`config.mk`:
```
export PLATFORM = sky130hd
export DESIGN_NAME = gcph_bin
export DESIGN_NICKNAME = d
export VERILOG_FILES = /design/src/design/gcph_pkg.sv /design/src/design/gcph_bin.sv
export SDC_FILE = /design/constraint.sdc
export NUM_CORES = 1
export LEC_CHECK = 0
export ABC_CLOCK_PERIOD_IN_PS = 5600
export BUFFER_PORTS_ARGS = -buffer_cell sky130_fd_sc_hd__buf_2
export CAP_MARGIN = 30
export CELL_PAD_IN_SITES_DETAIL_PLACEMENT = 0
export CELL_PAD_IN_SITES_GLOBAL_PLACEMENT = 1
export CORE_ASPECT_RATIO = 1.25
export CORE_UTILIZATION = 45
export CTS_CLUSTER_SIZE = 16
export DETAILED_ROUTE_END_ITERATION = 8
export GPL_TIMING_DRIVEN = 0
export HOLD_SLACK_MARGIN = 0.06
export MAX_ROUTING_LAYER = met4
export PLACE_DENSITY = 0.88
export SLEW_MARGIN = 40
export SYNTH_ARGS = -nofsm -noshare
export SYNTH_HDL_FRONTEND = slang
export SYNTH_SLANG_ARGS = --single-unit
```
`constraint.sdc`:
```
create_clock -name clk_i -period 5.6 [get_ports clk_i]
set_input_delay 0.56 -clock clk_i [delete_from_list [all_inputs] [get_ports clk_i]]
set_output_delay 0.56 -clock clk_i [all_outputs]
set_load 0.01 [all_outputs]
```
`src/design/gcph_pkg.sv`:
```
// Shared types and constants for the grid cell point histogram.
package gcph_pkg;

  localparam int unsigned COORD_W    = 32;
  localparam int unsigned SPAN_W     = COORD_W + 1;
  localparam int unsigned CELLS_W    = 7;
  localparam int unsigned CELL_IDX_W = 6;
  localparam int unsigned OUT_CNT_W  = 32;
  localparam int unsigned CFG_IDX_W  = 3;
  localparam int unsigned CFG_DATA_W = 32;

  typedef enum logic [CFG_IDX_W-1:0] {
    CFG_WEST  = 3'd0,
    CFG_EAST  = 3'd1,
    CFG_NORTH = 3'd2,
    CFG_SOUTH = 3'd3,
    CFG_WIDE  = 3'd4,
    CFG_HIGH  = 3'd5
  } cfg_idx_e;

  typedef enum logic {
    CMD_ADD  = 1'b0,
    CMD_READ = 1'b1
  } cmd_e;

  typedef struct packed {
    logic                     start;
    logic signed [SPAN_W-1:0] offset;
    logic signed [SPAN_W-1:0] span;
    logic [CELLS_W-1:0]       cells;
  } bin_req_t;

  typedef struct packed {
    logic               done;
    logic [CELLS_W-1:0] index;
  } bin_rsp_t;

endpackage

```
`src/design/gcph_bin.sv`:
```
// Iterative bin index unit: offset*cells/span, truncated and clamped, one bit per step.
module gcph_bin (
  input  logic                clk_i,
  input  logic                rst_ni,
  input  gcph_pkg::bin_req_t  req_i,
  output gcph_pkg::bin_rsp_t  rsp_o
);
  import gcph_pkg::*;

  localparam int unsigned NUM_W = SPAN_W + CELLS_W;
  localparam int unsigned K_W   = $clog2(CELLS_W);

  typedef enum logic [4:0] {
    B_IDLE = 5'b00001,
    B_CMP  = 5'b00010,
    B_MUL  = 5'b00100,
    B_DIV  = 5'b01000,
    B_DONE = 5'b10000
  } b_state_e;

  b_state_e           state_q, state_d;
  logic [SPAN_W-1:0]  a_q, a_d, b_q, b_d;
  logic [NUM_W-1:0]   num_q, num_d;
  logic [CELLS_W-1:0] q_q, q_d, cells_q, cells_d;
  logic [K_W-1:0]     k_q, k_d;

  logic [NUM_W:0]     sub_x, sub_y, diff;
  logic               fits;
  logic               trivial;
  logic [SPAN_W-1:0]  off_mag, span_mag;

  // shared compare/subtract unit
  always_comb begin
    sub_x = {1'b0, NUM_W'(a_q)};
    sub_y = {1'b0, NUM_W'(b_q)};
    if (state_q == B_DIV) begin
      sub_x = {1'b0, num_q};
      sub_y = {1'b0, NUM_W'(b_q) << k_q};
    end
  end
  assign diff = sub_x - sub_y;
  assign fits = ~diff[NUM_W];

  assign trivial  = (req_i.span == '0) || (req_i.offset == '0) ||
                    (req_i.offset[SPAN_W-1] != req_i.span[SPAN_W-1]);
  assign off_mag  = req_i.offset[SPAN_W-1] ? SPAN_W'(-req_i.offset) : SPAN_W'(req_i.offset);
  assign span_mag = req_i.span[SPAN_W-1] ? SPAN_W'(-req_i.span) : SPAN_W'(req_i.span);

  always_comb begin
    state_d = state_q;
    a_d     = a_q;
    b_d     = b_q;
    num_d   = num_q;
    q_d     = q_q;
    cells_d = cells_q;
    k_d     = k_q;
    unique case (state_q)
      B_IDLE, B_DONE: begin
        state_d = B_IDLE;
        if (req_i.start) begin
          cells_d = req_i.cells;
          a_d     = off_mag;
          b_d     = span_mag;
          q_d     = '0;
          state_d = trivial ? B_DONE : B_CMP;
        end
      end
      B_CMP: begin
        if (fits) begin
          q_d     = cells_q - CELLS_W'(1);
          state_d = B_DONE;
        end else begin
          state_d = B_MUL;
        end
      end
      B_MUL: begin
        num_d   = a_q * cells_q;
        k_d     = K_W'(CELLS_W - 1);
        state_d = B_DIV;
      end
      B_DIV: begin
        if (fits) begin
          num_d    = diff[NUM_W-1:0];
          q_d[k_q] = 1'b1;
        end
        if (k_q == '0) begin
          state_d = B_DONE;
        end else begin
          k_d = k_q - K_W'(1);
        end
      end
      default: state_d = B_IDLE;
    endcase
  end

  always_ff @(posedge clk_i or negedge rst_ni) begin
    if (!rst_ni) begin
      state_q <= B_IDLE;
    end else begin
      state_q <= state_d;
    end
  end

  always_ff @(posedge clk_i) begin
    a_q     <= a_d;
    b_q     <= b_d;
    num_q   <= num_d;
    q_q     <= q_d;
    cells_q <= cells_d;
    k_q     <= k_d;
  end

  assign rsp_o.done  = (state_q == B_DONE);
  assign rsp_o.index = q_q;

  a_done_in_grid: assert property (@(posedge clk_i) disable iff (!rst_ni)
    (state_q == B_DONE) |-> (q_q < cells_q))
    else $error("bin index not below cell count");

endmodule

```
---- Word level (Yosys, flattened, before mapping) ----
Index checks and enable logic that the tools add are counted.
operators by class
  reductions and logical operators ........ 13
  shifts and indexed selects .............. 1
  multipliers ............................. 1
  magnitude comparators ................... 2
  bitwise gates (word level) .............. 1
  multiplexer cells ....................... 19
  div/mod/pow operators ................... 0
  $add $sub $neg .......................... 5
  equality and inequality tests ........... 11
operators with widths
  cell                 count
  $mux 40              3
  $pmux 40 s2          1
  $logic_not 33->1     2
  $neg 33->33          2
  $mux 32              2
  $sub 41x41->41       1
  $mul 33x7->40        1
  $shl 33x3->40        1
  $mux 7               3
  $pmux 7 s3           1
  $mux 5               4
  $pmux 5 s4           1
  $ne 2x2->1 const B   4
  $or 7x7->7           1
  $sub 7x1->7 const B  1
  $pmux 3 s2           1
  $reduce_and 2->1     3
  $eq 5x1->1 const B   1
  $eq 5x2->1 const B   1
  $eq 5x3->1 const B   1
  $eq 5x4->1 const B   1
  $eq 5x5->1 const B   1
  $lt 3x4->1 const B   1
  $reduce_and 4->1     1
  13 further kinds     14
word-level totals
  memory bits (writable) .................. 0
  input port bits ......................... 76
  output and inout bits ................... 8
  memories kept ........................... 0
  latch bits .............................. 0
  bits in read-only memories .............. 0
  flip-flop bits (word level) ............. 128
  logic and storage cells ................. 62

---- Depth between registers and ports, before layout ----
  depth after elaboration ................. 7
  depth in mapped cells ................... 22
  mapped depth without buffers ............ 19

---- Least setup slack after synthesis ----
No wires, ideal clock.
  path kind ............................... reg-to-reg
  start ................................... register state_q[1]
  end ..................................... register num_q[0] (enable)
  path slack .............................. -593 ps
  stages on the path, launching flop included .. 20
  data required time ...................... 5149 ps
  arrival ................................. 5742 ps
  path buffers ............................ 5
  setup time .............................. 451 ps
  cell sequence ........................... dfrtp_1 -> clkbuf_1 -> or3_1 -> clkbuf_1 -> nand2b_1 -> clkbuf_1 -> clkbuf_1 -> clkbuf_1 -> o21a_1 -> ha_1 -> fa_1 -> nand2b_1 -> a21oi_1 -> o21ai_0 -> o211ai_1 -> a22oi_1 -> a31oi_1 -> o21a_1 -> o21ai_0 -> a21oi_1
on the way
  word-level cells in the longest chain between the ends .. 5
RTL lines
  element                         RTL line                        RTL
  start, declared                 gcph_bin.sv:21                  b_state_e state_q, state_d;
  start signal, assigned          gcph_bin.sv:100                 state_q <= state_d;
  $eq 5x4->1                      gcph_bin.sv:36, gcph_bin.sv:57
  $mux 40                         gcph_bin.sv:36                  if (state_q == B_DIV) begin
  $sub 41x41->41                  gcph_bin.sv:41                  assign diff = sub_x - sub_y;
  $ne 2x2->1 (no line)            -
  $reduce_and 2->1 (no line) (*)  -
  end signal, assigned            gcph_bin.sv:107                 num_q <= num_d;
  end, declared                   gcph_bin.sv:23                  logic [NUM_W-1:0] num_q, num_d;
Mark *: on every way between the ends. The rest lies on a longest branch, timed or not.
A chain may end at the register's enable or synchronous reset.

---- Worst setup path in the final report ----
  start ................................... register cells_q[2]
  end ..................................... register num_q[37] (data pin)
on the way
  word-level cells in the longest chain between the ends .. 2
RTL lines
  element                 RTL line         RTL
  start, declared         gcph_bin.sv:24   logic [CELLS_W-1:0] q_q, q_d, cells_q, cells_d;
  start signal, assigned  gcph_bin.sv:109  cells_q <= cells_d;
  $mul 33x7->40           gcph_bin.sv:77   num_d = a_q * cells_q;
  $pmux 40 s2             gcph_bin.sv:57   unique case (state_q)
  via num_d[37]           gcph_bin.sv:23
The timed path passes the listed nets, and every way through them passes these cells.

==> flow_summary.toml <==
[placement]
io_buffers = 81
dp_slack_ns = -1.53
dpl.hpwl_um = 40100
place_congestion = 0.908

[floorplan]
rows = 79
die-area_um2 = 39200
dieHeight_um = 221
start_util = 0.461
core_area_um2 = 37600
die_w_um = 177
pin_count = 84

[worst_hold_path]
hold_end = "cells_q[2]$_DFFE_PP_"
min_from = "req_i[2]"
hold_class = "primary input to flip-flop"
min_path_cells = 1

[setup_path]
worstSetupStartpointType = "flip-flop"
path_delay_family = "adder cells"
reg2reg_to = "num_q[37]$_DFFE_PP_"
rrSetupSlack_ns = -0.01
path_cells = "buf_6, clkbuf_16, and2_1, fa_1, fa_1, fa_1, inv_1, fa_1, inv_1, ha_2, o21a_4, o211ai_1, o21a_1, o211a_1, o41ai_4, buf_4, a31oi_4, xnor2_2, o21ai_1, nor2_1"
reg2reg_from = "cells_q[2]$_DFFE_PP_"
worst_path_max_delay_cell = "fa_1"
required_ns = 5.82
slowest_delay_ns = 0.56
crit_fanout = 7
rr_worst_depth = 20
cpMostUsedCell = "fa_1"
cp-end-kind = "flip-flop"
path_buf_inv = 5
critPathArrivalTime_ns = 5.83
crit_type = "flip-flop to flip-flop"

[detailed_routing]
dr.pass1.iters = 8
drt_wl_total_um = 52800
drt-initial-drc-count = 1093
viasPerCell = 5.82
drc = 0
wl_per_cell_um = 20.2
num_vias = 15209
drtAntennaViolNets = 0

[cells_and_area]
seqCellArea_um2 = 3820
final_nets = 2449
diodes = 0
nFillCells = 3471
drive_gt1_frac = 0.162
multi_input_area_um2 = 13000
area_growth_pct = 15.9

[timing]
drv_slew = 0
relSlewSlack = 0.449
tightest_slew_ns = 0.826
setup_slack_ns = -0.0111
final_period_minus_worst_setup_slack_ns = 5.61
finalHoldViolCount = 0
fin_crit_sh = 1.00
skew_ns = 0.0183
rsz0062_at_grt = "yes"
fmax_ghz = 0.178
finalSetupViolCount = 1

[flow_run]
cap_violations = 0

[global_route]
first_global_vias = 15790
grt_antenna_before_repair = 0
grt_pass1_wl_um = 84200
overflow = 0
grt_max_degree = 60
grt_util_all_layers = 0.287

[clocking]
ctsLongestPathBuffers = 2
cts_tree = "done"
clkSinkCount = 128
cts_max_level = 4
root_buffer = "clkbuf_16"
clk-insertion-delay-late_ns = 0.46
clk_pin_slew_worst_paths_ns = 0.07
cts_inserted_buffers = 17

[run_status]
status = "complete, but fails checks"
violations = "setup timing"

[yosys]
synthFlopType = "edfxtp_1"
ys.warnings.count = 0
syn_inst = 1971
ys_top_cells_by_area = "edfxtp_1, fa_1, ha_1"
synth_edf_count = 123
syn_area_per_cell_um2 = 8.78
synthArstFlopShare = 0.0391
syn_area_um2 = 17300
ys_seq_area_frac = 0.221
netlist.area_leader.share = 0.213
yosys.area.top_type = "edfxtp_1"
yosys.cell_types.count = 69
syn_nets = 2307
ys_ff_latch = 128
routing by layer:
| layer | up-vias | GRT usage | share of wire |
|---|---|---|---|
| li1 | 7021 | - | - |
| met1 | 7560 | 0.345 | 0.40 |
| met2 | 508 | 0.478 | 0.51 |
| met3 | 120 | 0.0378 | 0.053 |
| met4 | 0 | 0.125 | 0.040 |
| met5 | - | - | 0 |
how the worst max path moves through the flow:
| stage | startpoint | endpoint | slack [ns] | cells past startpoint |
|---|---|---|---|---|
| detailed placement | cells_q[4]$_DFFE_PP_ | num_q[38]$_DFFE_PP_ | -1.53 | 20 |
| global placement | state_q[1]$_DFFE_PN0P_ | num_q[0]$_DFFE_PP_ | -2.03 | 16 |
| finish | cells_q[2]$_DFFE_PP_ | num_q[37]$_DFFE_PP_ | -0.01 | 20 |
| CTS | cells_q[2]$_DFFE_PP_ | num_q[38]$_DFFE_PP_ | -0.0006 | 21 |
| floorplan | cells_q[2]$_DFFE_PP_ | num_q[38]$_DFFE_PP_ | 0.01 | 21 |
| global route | cells_q[2]$_DFFE_PP_ | num_q[37]$_DFFE_PP_ | -0.18 | 20 |
cell type report:
class,count,share of cell area
well taps,486,0.0303
repair buffers,136,0.0459
flip-flops and latches,128,0.191
inverters,172,0.0325
clock buffers,19,0.0216
plain buffers,87,0.0233
multi-input cells,1571,0.651
clock inverters,13,0.00530
sequential cells by signal, indices dropped and copies added (netlist names):
| name | count |
|---|---|
| num_q | 40 |
| a_q | 33 |
| b_q | 33 |
| cells_q | 7 |
| q_q | 7 |
| state_q | 5 |
| k_q | 3 |
kinds of logic (layout without fill, tap and decap cells):
logic type      count (synthesis)  count (layout)  synth area share
compound gates                416             416             0.147
xor+xnor                      138             138            0.0699
fa+ha+maj                     260             260             0.255
buf+inv                       272             427            0.0590
flops                         128             128             0.221
mux                            48              48            0.0426
simple gates                  709             709             0.206
placed cells by master (no fill, tap or decap), types with 10 or more instances in the layout:
cell	netlist	routed
a21o_1	29	29
a21oi_1	159	146
a31oi_1	12	11
and2_1	187	181
and3_1	15	12
buf_2	0	86
buf_4	0	41
buf_6	0	12
clkbuf_1	89	46
clkbuf_16	0	19
clkbuf_2	0	18
edfxtp_1	123	123
fa_1	155	152
ha_1	105	84
ha_4	0	15
inv_1	171	158
inv_2	0	12
mux2i_1	23	23
mux4_2	20	20
nand2_1	293	290
nand2b_1	12	11
nand3_1	23	23
nand4_1	18	18
nor2_1	85	80
nor2b_1	13	12
nor3_1	18	17
o211ai_1	12	12
o21a_1	11	10
o21ai_0	94	83
o21bai_1	13	12
o31ai_1	22	20
xnor2_1	101	98
xor2_1	37	36
metrics by stage:
| step | instance area, µm² | setup TNS [ns] | std cells | util | hold WS [ns] |
|---|---|---|---|---|---|
| after detailed placement | 18400 | -48.39 | 2541 | 0.490 | 0.390 |
| after CTS | 19600 | -0.000552 | 2599 | 0.521 | 0.259 |
| final | 20000 | -0.0111 | 2612 | 0.534 | 0.276 |
| after floorplan | 17300 | 0 | 1971 | - | 0.264 |
| after global placement | 18300 | -107.04 | 2538 | 0.488 | 0.387 |
| after global routing | 20000 | -0.784 | 2612 | 0.534 | 0.266 |
cells in the mapped netlist (all sizes together), types with 3 or more instances:
cell / number
nand2: 293
and2: 187
inv: 171
a21oi: 159
fa: 155
edfxtp: 123
ha: 105
xnor2: 101
o21ai: 95
clkbuf: 89
nor2: 85
xor2: 37
a21o: 29
nand3: 25
mux2i: 23
o31ai: 23
mux4: 20
nand4: 18
nor3: 18
and3: 15
or4: 15
nor2b: 13
o21bai: 13
a31oi: 12
nand2b: 12
o211ai: 12
o41ai: 12
or3: 12
a211oi: 11
buf: 11
o21a: 11
o22ai: 9
nor4: 8
mux2: 5
dfrtp: 4
a211o: 3
a22oi: 3
and4: 3
timing repair:
item	4_1_cts	5_1_grt
endpoints found under the setup margin	77	62
hold buffers	1	0
pin swaps	29	105
buffers inserted	29	22
hold endpoints to repair	4	0
gates cloned	1	1
resized for setup	106	110
Power is not shown: default switching activity piles up to over one toggle a cycle in this logic, so the estimate is an artifact.
